**src/design/swec_pkg.sv**
```systemverilog
// Shared types and constants for the sliding-window event counter.
// No dependencies; used by swec_cell and sliding_window_event_counter_top.
package swec_pkg;

   localparam int DEPTH        = 64;
   localparam int TIME_BITS    = 32;
   localparam int WINDOW_BITS  = 32;
   localparam int COUNT_BITS   = $clog2(DEPTH + 1);
   localparam int RSP_BITS     = ((COUNT_BITS + 1 + 7) / 8) * 8;

   localparam logic [WINDOW_BITS-1:0] WINDOW_RESET = WINDOW_BITS'(3000);

   // Control that the sequencer broadcasts to every cell.
   typedef struct packed {
      logic capture;   // latch the expiry compare against the incoming stamp
      logic shift;     // take stamp and valid from the younger neighbor
   } cell_ctrl_type;

endpackage

```
**src/design/swec_cell.sv**
```systemverilog
// One cell of the timestamp chain: a stored stamp, its valid bit and its expiry flag.
// Depends on swec_pkg.
module swec_cell (
   input  logic                              clock,
   input  logic                              reset,
   input  swec_pkg::cell_ctrl_type           ctrl,
   input  logic [swec_pkg::TIME_BITS-1:0]    new_stamp,
   input  logic [swec_pkg::WINDOW_BITS-1:0]  window_length,
   input  logic [swec_pkg::TIME_BITS-1:0]    stamp_in,
   input  logic                              valid_in,
   input  logic                              older_expired_in,
   output logic                              older_expired_out,
   output logic                              keep_out,
   output logic [swec_pkg::TIME_BITS-1:0]    stamp_out,
   output logic                              valid_out
);

   localparam int SUM_BITS = swec_pkg::TIME_BITS + 1;

   logic [swec_pkg::TIME_BITS-1:0] stamp_ff;
   logic                           valid_ff;
   logic                           expired_ff;
   logic                           expired_in;
   logic [SUM_BITS-1:0]            limit;

   // The stamp is past the window when stamp + window < new stamp, compared one bit wider than the stamp.
   assign limit      = {1'b0, stamp_ff} + SUM_BITS'(window_length);
   assign expired_in = valid_ff && (limit < {1'b0, new_stamp});

   // Every older entry and this one expired: this cell retires too.
   assign older_expired_out = older_expired_in && (!valid_ff || expired_ff);
   assign keep_out          = valid_ff && !(expired_ff && older_expired_in);
   assign stamp_out         = stamp_ff;
   assign valid_out         = valid_ff;

   always_ff @(posedge clock) begin
      if (reset) begin
         valid_ff   <= 1'b0;
         expired_ff <= 1'b0;
      end else begin
         if (ctrl.capture) begin
            expired_ff <= expired_in;
         end
         if (ctrl.shift) begin
            valid_ff <= valid_in;
         end
      end
   end

   always_ff @(posedge clock) begin
      if (ctrl.shift) begin
         stamp_ff <= stamp_in;
      end
   end

endmodule

```
**config.mk**
```make
export PLATFORM = sky130hd
export DESIGN_NAME = swec_cell
export DESIGN_NICKNAME = d
export VERILOG_FILES = /design/src/design/swec_pkg.sv /design/src/design/swec_cell.sv
export SDC_FILE = /design/constraint.sdc
export NUM_CORES = 1
export LEC_CHECK = 0
export BUFFER_PORTS_ARGS = -buffer_cell sky130_fd_sc_hd__buf_2
export CELL_PAD_IN_SITES_DETAIL_PLACEMENT = 0
export CELL_PAD_IN_SITES_GLOBAL_PLACEMENT = 1
export CORE_UTILIZATION = 33
export CTS_BUF_LIST = sky130_fd_sc_hd__clkbuf_8 sky130_fd_sc_hd__clkbuf_16
export DETAILED_ROUTE_END_ITERATION = 16
export GPL_TIMING_DRIVEN = 1
export MAX_ROUTING_LAYER = met4
export PLACE_DENSITY = 0.79
export REMOVE_ABC_BUFFERS = 1
export SLEW_MARGIN = 20
export SYNTH_ARGS = -nofsm -noshare
export SYNTH_HDL_FRONTEND = slang
export SYNTH_SLANG_ARGS = --single-unit
```
**constraint.sdc**
```tcl
create_clock -name clock -period 3.94 [get_ports clock]
set_input_delay 0.394 -clock clock [delete_from_list [all_inputs] [get_ports clock]]
set_output_delay 0.394 -clock clock [all_outputs]
set_load 0.005 [all_outputs]
```
==> results of run 1 <==
==> cell usage after synthesis (6+ instances only) <==
| cell type | instances |
|---|---|
| inv_1 | 41 |
| a21o_1 | 17 |
| nand2_1 | 12 |
| o21ai_0 | 17 |
| nor2_1 | 23 |
| edfxtp_1 | 32 |
| a21oi_1 | 35 |
| nand3_1 | 9 |
| xnor2_1 | 19 |
| nand2b_1 | 6 |
| ha_1 | 63 |
| nand4_1 | 9 |
| o21a_1 | 8 |
==> per-layer routing <==
metal  track usage, %  vias up  wire length, microns  share of wire [%]
met3            2.706        6                   419                4.7
met2            29.24       99                  4259                 47
met4            3.469        0                    71               0.79
met5                -        -                     0                  0
li1                 -     1720                     -                  -
met1            22.25     1453                  4255                 47
==> cell families after synthesis <==
kind of cell / Yosys count
adder cells (fa/ha/maj): 64
buffers and inverters: 44
AND/OR/NAND/NOR: 80
XOR/XNOR: 23
multiplexers: 1
AO/OA/AOI/OAI: 117
flip-flops: 34
==> registers in the layout, indices dropped and copies added, names as in the netlist <==
register    flops
stamp_out      32
expired_ff      1
valid_out       1
==> cell type report <==
cell class	instances	area (sq um)
sequential	34	1001
clock buffer	5	68.82
multi-input combinational	285	2316
fill	1014	5155
clock inverter	3	37.54
tap	133	166.4
timing repair buffer	180	1011
inverter	41	153.9
==> through the flow <==
stage	setup WS [ns]	utilization, %	total power [uW]	instance area (sq um)
after floorplan	0.05113	-	881.9	3407
after global placement	-0.3766	46.04	1129	4562
after detailed placement	-0.4236	46.04	1144	4562
after CTS	-0.1157	47.58	1499	4715
after global routing	-0.3072	47.98	1616	4755
final	-0.03615	47.98	1492	4755
==> worst max path at each step <==
stage / startpoint / end / slack (ns) / depth (start not counted)
detailed placement: window_length[0] / expired_ff$_SDFFE_PP0P_ / -0.42 / 23
floorplan: stamp_out[0]$_DFFE_PP_ / expired_ff$_SDFFE_PP0P_ / 0.05 / 21
finish: stamp_out[0]$_DFFE_PP_ / expired_ff$_SDFFE_PP0P_ / -0.04 / 19
CTS: stamp_out[0]$_DFFE_PP_ / expired_ff$_SDFFE_PP0P_ / -0.12 / 19
global route: stamp_out[0]$_DFFE_PP_ / expired_ff$_SDFFE_PP0P_ / -0.31 / 22
global placement: window_length[0] / expired_ff$_SDFFE_PP0P_ / -0.38 / 23
==> power by group <==
part	total, uW	switching [uW]	leakage, uW	internal, uW
combinational	720	349	0.00200	371
sequential	442	15.5	0.000330	427
clock	330	145	0.0000607	185
==> repair_timing <==
action / CTS / global route
pin swaps: 6 / 6
endpoints found under the setup margin: 1 / 1
setup buffers: 1 / 2
resized for setup: 12 / 5
==> metrics.md, run 1 <==
| Metric | Value |
|---|---|
| R2R Path Start | stamp_out[0]$_DFFE_PP_ |
| Worst Skew | 0.007255 ns |
| WP data arrival | 4.19 ns |
| Slew HR | 46.04% |
| Total congestion overflow | 0 |
| Post-Synth Simple-Gate Area | 12.37% |
| Avg WL per Cell | 13.22 microns |
| Slowest stage cell on the critical path | edfxtp_1 |
| Pwr/cell area | 313.9 mW/mm^2 |
| Htree depth | 2 |
| Slowest Stage Delay on Critical Path | 0.42 ns |
| LEAKAGE | 0.002391 uW |
| Startpoint of the most critical hold path | stamp_in[23] |
| R2r endpoint | expired_ff$_SDFFE_PP0P_ |
| Final setup margin | -0.03615 ns |
| Status | finished with violations |
| NumNets Final | 713 |
| Delay-heaviest family, CP | compound AO/OA/AOI/OAI gates |
| Worst EP required | 4.15 ns |
| Final min period | 3.976 ns |
| F_max | 0.2515 GHz |
| Final hold viol count | 0 |
| WP buf/inv | 2 |
| Ys flop type | edfxtp_1 |
| Largest net degree at the start of global routing | 34 |
| Max Cap Viol | 0 |
| RSZ-0062 raised after global routing | true |
| Commonest non-fill, non-tap cells in the layout | buf_2, ha_1, buf_4 |
| Clock root buffer master | clkbuf_8 |
| VDD IR-drop max | 0.1483 mV |
| Synth Area in Compound Gates | 23.68% |
| Drt via density | 4.814 |
| Cell count after synthesis | 363 |
| Fin crit share | 100.9% |
| Die Width | 103.8 microns |
| Post-Synthesis Cell Area | 0.003418 sq mm |
| Cells along the critical path | ha_2 -> inv_2 -> fa_2 -> nor2b_4 -> o31a_1 -> o21a_1 -> o2111a_2 -> nor2_4 -> a21oi_2 -> o31ai_4 -> nor3b_1 -> a311o_1 -> ha_1 -> a2111oi_2 -> buf_4 -> o2111ai_1 -> o31ai_1 -> o211ai_1 -> o32ai_1 |
| Worst setup path category | reg2reg |
| N_diodes | 0 |
| First-pass GRT wire length | 14790 microns |
| Vias in the first global route | 3295 |
| Most common cell after layout, fill and taps aside | buf_2 |
| CP Capture Type | flop |
| Mean post-synth cell area | 9.417 sq um |
| Post-synth EDFFs | 32 |
| Drt pass-1 iters | 5 |
| Worst skew pair latency | 0.29 ns |
| CP max FO | 3 |
| Starting DRT DRC Count | 88 |
| Sink Count | 34 |
| Area grow syn2layout | 39.09% |
| Clk buf depth | 2 |
| Yosys warnings | 0 |
| Mux cell area share after synthesis | 0.2928% |
| Clk slew on worst S/H paths | 0.08 ns |
| Share of the synthesized area in the top cell type | 28.11% |
| Final TNS setup | -0.03615 ns |
| Num rows | 36 |
| CTS buffer count | 5 |
| Die Span Y | 103.8 microns |
| Port bufs | 136 |
| Dpl hpwl | 7554 microns |
| Synth area leaders | edfxtp_1, ha_1, a21oi_1 |
| Sink of the worst hold path | stamp_out[23]$_DFFE_PP_ |
| Core area | 0.009910 sq mm |
| Cell Count, Final, Fillers Out | 681 |
| Layout cells sized above 1 | 39.42% |
| FF-to-FF setup slack | -0.04 ns |
| Initial Util | 34.49% |
| Cell taking the most area after synthesis | edfxtp_1 |
| Worst Tran Pin Value | 0.8093 ns |
| Dpl cells | 670 |
| Failing checks | negative setup slack |
| Total track usage | 17.42% |
| Routability congestion estimate | 0.8555 |
| Hold Crit Depth | 1 |
| Fraction of synthesized cell area in xor and xnor cells | 5.893% |
| # setup viols final | 1 |
| Min-Delay Path Class | in2reg |
| Die ar. | 0.01077 sq mm |
| Post-synthesis register bit count | 34 |
| Worst r2r path cells | 19 |
| Synth unique cells | 52 |
| Vias | 3278 |
| IO Pins | 137 |
| Post-Synth Adder-Cell Area | 23.65% |
| Critical path launch point type | flop |
| Final antenna-violating net count | 0 |
| Main combinational cell family by area after synthesis | compound AO/OA/AOI/OAI gates |
| CTS tree | yes |
| Initial antenna violation count | 0 |
| Number of remaining DRC errors | 0 |
| Hold slack | 0.2692 ns |
| Hold Buf Count CTS | 0 |
| Routed Wire Length | 9005 microns |
| Fin. max-slew vios | 0 |
| Asr flop ratio synth | 0% |
| Sequential area share after synthesis | 29.28% |
(Power assumes the default switching activity.)
==> run 2, diff against run 1 <==
--- a/config.mk
+++ b/config.mk
@@ -8,12 +8,12 @@
 export BUFFER_PORTS_ARGS = -buffer_cell sky130_fd_sc_hd__buf_2
 export CELL_PAD_IN_SITES_DETAIL_PLACEMENT = 0
 export CELL_PAD_IN_SITES_GLOBAL_PLACEMENT = 1
-export CORE_UTILIZATION = 33
+export CORE_UTILIZATION = 28
 export CTS_BUF_LIST = sky130_fd_sc_hd__clkbuf_8 sky130_fd_sc_hd__clkbuf_16
 export DETAILED_ROUTE_END_ITERATION = 16
 export GPL_TIMING_DRIVEN = 1
 export MAX_ROUTING_LAYER = met4
-export PLACE_DENSITY = 0.79
+export PLACE_DENSITY = 0.67
 export REMOVE_ABC_BUFFERS = 1
 export SLEW_MARGIN = 20
 export SYNTH_ARGS = -nofsm -noshare
==> constraint.sdc (replaced) <==
create_clock -name clock -period 4.5 [get_ports clock]
set_input_delay 0.45 -clock clock [delete_from_list [all_inputs] [get_ports clock]]
set_output_delay 0.45 -clock clock [all_outputs]
set_load 0.005 [all_outputs]
==> metrics.md, run 2 (synthesis gave the netlist of run 1 again) <==
| Metric | Value |
|---|---|
| Status | completed |
| CP max FO | 3 (unchanged) |
| Max Cap Viol | 0 (unchanged) |
| Avg WL per Cell | 14.14 microns (+7.0%) |
| Dpl hpwl | 7760 microns (+2.7%) |
| Die Span Y | 112.5 microns (+8.4%) |
| Clk slew on worst S/H paths | 0.06 ns (-0.02 ns) |
| Htree depth | 2 (unchanged) |
| RSZ-0062 raised after global routing | false |
| Cells along the critical path | ha_1 -> inv_1 -> fa_2 -> nor2b_4 -> o31a_1 -> o21a_1 -> o2111a_2 -> nor2_4 -> a21oi_1 -> o21ai_0 -> o311ai_2 -> ha_1 -> nand4_1 -> or2_2 -> nor3_2 -> o211ai_1 -> a21oi_1 -> o31ai_1 -> o211ai_1 -> o32ai_1 |
| Vias | 3161 (-3.6%) |
| Pwr/cell area | 288.3 mW/mm^2 (-8.1%) |
| # setup viols final | 0 (-1) |
| Fill cells | 1205 (+19%) |
| Total track usage | 15.49% (-1.9 points) |
| Worst skew pair latency | 0.28 ns (about the same) |
| Final hold viol count | 0 (unchanged) |
| Worst EP required | 4.66 ns (+0.51 ns) |
| Storage element area | 0.001001 sq mm (unchanged) |
| FF-to-FF setup slack | 0.30 ns (+0.33 ns) |
| Area grow syn2layout | 30.05% |
| Core area | 0.01166 sq mm (+18%) |
| Worst r2r path cells | 20 (+1) |
| Largest register FFs | 32 (unchanged) |
| Hold Buf Count CTS | 0 (unchanged) |
| Number of remaining DRC errors | 0 (unchanged) |
| Final antenna-violating net count | 0 (unchanged) |
| Fin crit share | 93.40% (-7.5 points) |
| N_diodes | 0 (unchanged) |
| Drt pass-1 iters | 4 (-1) |
| Clock root buffer master | clkbuf_16 |
| R2r endpoint | expired_ff$_SDFFE_PP0P_ |
| Initial Util | 29.31% (-5.2 points) |
| Critical path destination | expired_ff$_SDFFE_PP0P_ |
| Routed Wire Length | 9180 microns (+1.9%) |
| Routability congestion estimate | 0.8658 (+1.2%) |
| Commonest non-fill, non-tap cells in the layout | buf_2, ha_1, inv_1 |
| Final TNS setup | 0 ns (+0.03615 ns) |
| Setup bufs post-CTS | 0 (-1) |
| Cell Count, Final, Fillers Out | 649 (-4.7%) |
| Min-Delay Path Class | in2reg |
| Worst Skew | 0.003468 ns (-0.003787 ns) |
| Layout cells sized above 1 | 32.81% (-6.6 points) |
| Most common cell after layout, fill and taps aside | buf_2 |
| Dpl cells | 641 (-4.3%) |
| Sink Count | 34 (unchanged) |
| Drt via density | 4.871 (+1.2%) |
| Die ar. | 0.01265 sq mm (+18%) |
| WP data arrival | 4.36 ns (+0.17 ns) |
| Num rows | 39 (+8.3%) |
| Slew HR | 45.94% (-0.10 points) |
| Slowest Stage Delay on Critical Path | 0.40 ns (-0.02 ns) |
| Critical path launch point type | flop |
| CTS buffer count | 5 (unchanged) |
| CP Launch Point | stamp_out[0]$_DFFE_PP_ |
| Starting DRT DRC Count | 52 (-41%) |
| CP Depth | 20 (+1) |
| First-pass GRT wire length | 14890 microns (+0.66%) |
| WP buf/inv | 1 (-1) |
| Clk buf depth | 2 (unchanged) |
| NumNets Final | 671 (-5.9%) |
| Final min period | 4.203 ns (+0.2270 ns) |
| VDD IR-drop max | 0.1782 mV (+20%) |
| Post-layout total power | 1282 uW (-14%) |
| Die Width | 112.5 microns (+8.4%) |
| Total congestion overflow | 0 (unchanged) |
| Worst Tran Pin Value | 0.8108 ns (+0.001495 ns) |
| Post-CTS sizing | 0 (-12) |
| Worst setup path category | reg2reg |
| CP Capture Type | flop |
| Delay-heaviest family, CP | compound AO/OA/AOI/OAI gates |
| Slowest stage cell on the critical path | edfxtp_1 |
| Port bufs | 136 (unchanged) |
| Initial antenna violation count | 0 (unchanged) |
| Multi-input gate area | 0.002278 sq mm (-1.6%) |
| Fin. max-slew vios | 0 (unchanged) |
| IO Pins | 137 (unchanged) |
| F_max | 0.2379 GHz (-5.4%) |
| R2R Path Start | stamp_out[0]$_DFFE_PP_ |
| CTS tree | yes |
| Vias in the first global route | 3230 (-2.0%) |
| LEAKAGE | 0.002184 uW (-8.6%) |
| Largest net degree at the start of global routing | 34 (unchanged) |
[run 2: cell count changes in the layout (fill, tap and decap cells not counted), moves of 2 or more]
cell / previous run / this run
a21oi_2: 6 / 1
clkbuf_8: 5 / 0
clkbuf_16: 0 / 5
ha_1: 61 / 63
a21oi_1: 30 / 35
buf_4: 44 / 2
[run 2: worst reg2reg max path, cell delays in order (launching register included)]
cell and delay, ns:
edfxtp_1 0.40, ha_1 0.23, inv_1 0.08, fa_2 0.24, nor2b_4 0.05, o31a_1 0.25
o21a_1 0.21, o2111a_2 0.28, nor2_4 0.12, a21oi_1 0.10, o21ai_0 0.32, o311ai_2 0.14
ha_1 0.32, nand4_1 0.12, or2_2 0.34, nor3_2 0.24, o211ai_1 0.12, a21oi_1 0.21
o31ai_1 0.13, o211ai_1 0.09, o32ai_1 0.10
[run 2: power breakdown]
| group | internal (uW) | total, uW | switching [uW] |
|---|---|---|---|
| Clock | 200 | 336 | 136 |
| Sequential | 374 | 389 | 14.5 |
| Combinational | 269 | 557 | 288 |
[run 2: metal layers]
layer	part of all wire, %	GRT usage (%)	vias to the layer above
li1	-	-	1637
met1	46	18.48	1428
met2	47	26.34	86
met3	5.1	3.348	10
met4	1.3	4.178	0
met5	0	-	-
[run 2: through the flow]
| step | hold WS (ns) | worst slack (ns) | instance area [sq um] | utilization [%] |
|---|---|---|---|---|
| floorplan | 0.4646 | 0.5644 | 3407 | - |
| detailed placement | 0.5199 | -0.08783 | 4282 | 36.71 |
| CTS | 0.3285 | 0.06219 | 4419 | 37.89 |
| global placement | 0.5057 | -0.06008 | 4282 | 36.71 |
| finish | 0.3382 | 0.2969 | 4446 | 38.12 |
| global route | 0.3289 | 0.04808 | 4446 | 38.12 |
[run 2: worst min-delay path by stage]
stage / end / startpoint / depth (start not counted) / slack, ns
floorplan: expired_ff$_SDFFE_PP0P_ / expired_ff$_SDFFE_PP0P_ / 2 / 0.46
global placement: expired_ff$_SDFFE_PP0P_ / expired_ff$_SDFFE_PP0P_ / 2 / 0.51
detailed placement: expired_ff$_SDFFE_PP0P_ / expired_ff$_SDFFE_PP0P_ / 2 / 0.52
CTS: stamp_out[21]$_DFFE_PP_ / stamp_in[21] / 1 / 0.33
global route: stamp_out[19]$_DFFE_PP_ / stamp_in[19] / 1 / 0.33
finish: stamp_out[18]$_DFFE_PP_ / stamp_in[18] / 1 / 0.34
[run 2: cell type report]
cell class                 instances  share of cell area, %
clock inverter                     3                 0.2815
inverter                          41                  3.462
tap                              143                  4.025
timing repair buffer             138                  15.65
multi-input combinational        285                  51.25
clock buffer                       5                  2.815
sequential                        34                  22.52
==> run 3, diff against run 2 <==
--- a/config.mk
+++ b/config.mk
@@ -13,7 +13,8 @@
 export DETAILED_ROUTE_END_ITERATION = 16
 export GPL_TIMING_DRIVEN = 1
 export MAX_ROUTING_LAYER = met4
-export PLACE_DENSITY = 0.67
+export PLACE_DENSITY = 0.69
+export RECOVER_POWER = 50
 export REMOVE_ABC_BUFFERS = 1
 export SLEW_MARGIN = 20
 export SYNTH_ARGS = -nofsm -noshare
==> constraint.sdc (replaced) <==
create_clock -name clock -period 3.4 [get_ports clock]
set_input_delay 0.34 -clock clock [delete_from_list [all_inputs] [get_ports clock]]
set_output_delay 0.34 -clock clock [all_outputs]
set_load 0.005 [all_outputs]
==> metrics.md, run 3 (synthesis gave the netlist of run 1 again) <==
| Metric | Value |
|---|---|
| Worst Skew | 0.005038 ns (+0.001570 ns) |
| Hold slack | 0.2178 ns (-0.1205 ns) |
| Initial Util | 29.31% (unchanged) |
| Final min period | 4.014 ns (-0.1894 ns) |
| Critical path launch point type | flop |
| Layout cells sized above 1 | 43.47% (+11 points) |
| Die ar. | 0.01265 sq mm (unchanged) |
| Worst r2r path cells | 22 (+10%) |
| Die Span Y | 112.5 microns (unchanged) |
| Starting DRT DRC Count | 56 (+7.7%) |
| Failing checks | max-capacitance violations, max-slew violations, negative setup slack |
| Slowest stage cell on the critical path | edfxtp_1 |
| Cells along the critical path | ha_2 -> inv_2 -> fa_2 -> nor2b_4 -> o31a_1 -> o21a_1 -> o2111a_2 -> nor2_4 -> nand2_2 -> a21o_1 -> nor3_2 -> nor2_1 -> ha_1 -> a21o_1 -> a21oi_2 -> nor2b_2 -> a2111oi_4 -> buf_4 -> o2111ai_1 -> o31ai_1 -> o211ai_1 -> o32ai_1 |
| Drt via density | 4.660 (-4.3%) |
| Min-Delay Path Class | in2reg |
| Total congestion overflow | 0 (unchanged) |
| RSZ-0062 raised after global routing | true |
| First-pass GRT wire length | 15730 microns (+5.6%) |
| Post-layout total power | 1863 uW (+45%) |
| VDD IR-drop max | 0.1537 mV (-14%) |
| Final TNS setup | -0.6137 ns (-0.6137 ns) |
| Slew HR | -36.09% (-82 points) |
| Final setup margin | -0.6137 ns (-0.9106 ns) |
| Htree depth | 2 (unchanged) |
| Area grow syn2layout | 48.83% |
| Clk slew on worst S/H paths | 0.06 ns (about the same) |
| Worst setup path category | reg2reg |
| R2r endpoint | expired_ff$_SDFFE_PP0P_ |
| WP data arrival | 4.22 ns (-0.14 ns) |
| Total track usage | 16.37% (+0.89 points) |
| Fill cells | 1208 (+0.25%) |
| CP Capture Type | flop |
| Fin. max-slew vios | 34 (+34) |
| Vias | 3383 (+7.0%) |
| # setup viols final | 1 (+1) |
| Largest register FFs | 32 (unchanged) |
| CTS buffer count | 5 (unchanged) |
| Most common cell after layout, fill and taps aside | buf_2 |
| Critical path destination | expired_ff$_SDFFE_PP0P_ |
| F_max | 0.2491 GHz (+4.7%) |
| Initial antenna violation count | 1 (+1) |
| Worst EP required | 3.60 ns (-1.06 ns) |
| Sink Count | 34 (unchanged) |
| Die Width | 112.5 microns (unchanged) |
| Num rows | 39 (unchanged) |
| Clock root buffer master | clkbuf_16 |
| R2R Path Start | stamp_out[0]$_DFFE_PP_ |
| Dpl hpwl | 8037 microns (+3.6%) |
| Worst skew pair latency | 0.29 ns (about the same) |
| Area post-placement | 0.004837 sq mm (+13%) |
| CP Launch Point | stamp_out[0]$_DFFE_PP_ |
| Final hold viol count | 0 (unchanged) |
| Avg WL per Cell | 13.32 microns (-5.8%) |
| CP most frequent cell | a21o_1 |
| Drt pass-1 iters | 4 (unchanged) |
| Routed Wire Length | 9670 microns (+5.3%) |
| Final Cell Area | 0.005087 sq mm (+14%) |
| Commonest non-fill, non-tap cells in the layout | buf_2, buf_4, ha_1 |
| Core area | 0.01166 sq mm (unchanged) |
| CTS tree | yes |
| Routability congestion estimate | 0.8596 (-0.72%) |
| Status | finished with violations |
| FF-to-FF setup slack | -0.61 ns (-0.91 ns) |
| LEAKAGE | 0.002562 uW (+17%) |
| Max Cap Viol | 1 (+1) |
| NumNets Final | 748 (+11%) |
| Final antenna-violating net count | 0 (unchanged) |
| IO Pins | 137 (unchanged) |
| Slowest Stage Delay on Critical Path | 0.39 ns (about the same) |
| Largest net degree at the start of global routing | 34 (unchanged) |
| Vias in the first global route | 3446 (+6.7%) |
| Clk buf depth | 2 (unchanged) |
| Startpoint of the most critical hold path | stamp_in[5] |
| Number of remaining DRC errors | 0 (unchanged) |
| Pwr/cell area | 366.2 mW/mm^2 (+27%) |
| CP max FO | 3 (unchanged) |
| Worst Tran Pin Value | 2.041 ns (+1.231 ns) |
| Fin crit share | 118.0% (+25 points) |
| Port bufs | 136 (unchanged) |
run 3: worst min path at each step:
stage,end,slack [ns],cells after the start
after detailed placement,expired_ff$_SDFFE_PP0P_,0.51,2
after CTS,stamp_out[4]$_DFFE_PP_,0.21,1
after global placement,expired_ff$_SDFFE_PP0P_,0.50,2
final,stamp_out[5]$_DFFE_PP_,0.22,1
after global routing,stamp_out[4]$_DFFE_PP_,0.21,1
after floorplan,valid_out$_SDFFE_PP0P_,0.41,1
run 3: timing repair:
item | in CTS | in global routing
setup buffers | 1 | 2
hold endpoints to repair | 0 | 0
resized for setup | 10 | 12
pin swaps | 8 | 19
endpoints found under the setup margin | 1 | 1
hold buffers | 0 | 0
run 3: worst max-delay path: cells and delay by family, from the launching register on:
family | cells | cell delay (ns)
compound gates | 11 | 2.12
flops | 1 | 0.39
fa+ha+maj | 3 | 0.73
simple gates | 6 | 0.48
buf+inv | 2 | 0.22
run 3: final cells by class:
type	count	area, sq um	share of cell area [%]
clock buffers	5	125.1	2.459
well taps	143	178.9	3.517
inverters	41	153.9	3.025
clock inverters	2	7.507	0.1476
diodes	1	2.502	0.04919
flip-flops and latches	34	1001	19.68
multi-input cells	285	2346	46.11
repair buffers	215	1272	25.01
run 3: through the flow:
stage	util (%)	setup WS (ns)	instances
global route	43.62	-0.9298	726
global placement	41.48	-0.8144	715
finish	43.62	-0.6137	726
floorplan	-	-0.4889	360
CTS	42.94	-0.6080	723
detailed placement	41.48	-0.8409	715
run 3: metal layers:
metal / vias to the layer above / GRT usage [%] / wire, microns
li1: 1797 / - / -
met1: 1503 / 19.63 / 4562
met2: 78 / 27.62 / 4616
met3: 5 / 3.564 / 392
met4: 0 / 4.622 / 98
met5: - / - / 0
run 3: power by group:
part / internal, uW / switching [uW] / leakage, uW
clock: 262 / 180 / 0.0000723
combinational: 482 / 423 / 0.00216
sequential: 496 / 18.5 / 0.000330
total: 1240 / 622 / 0.00256
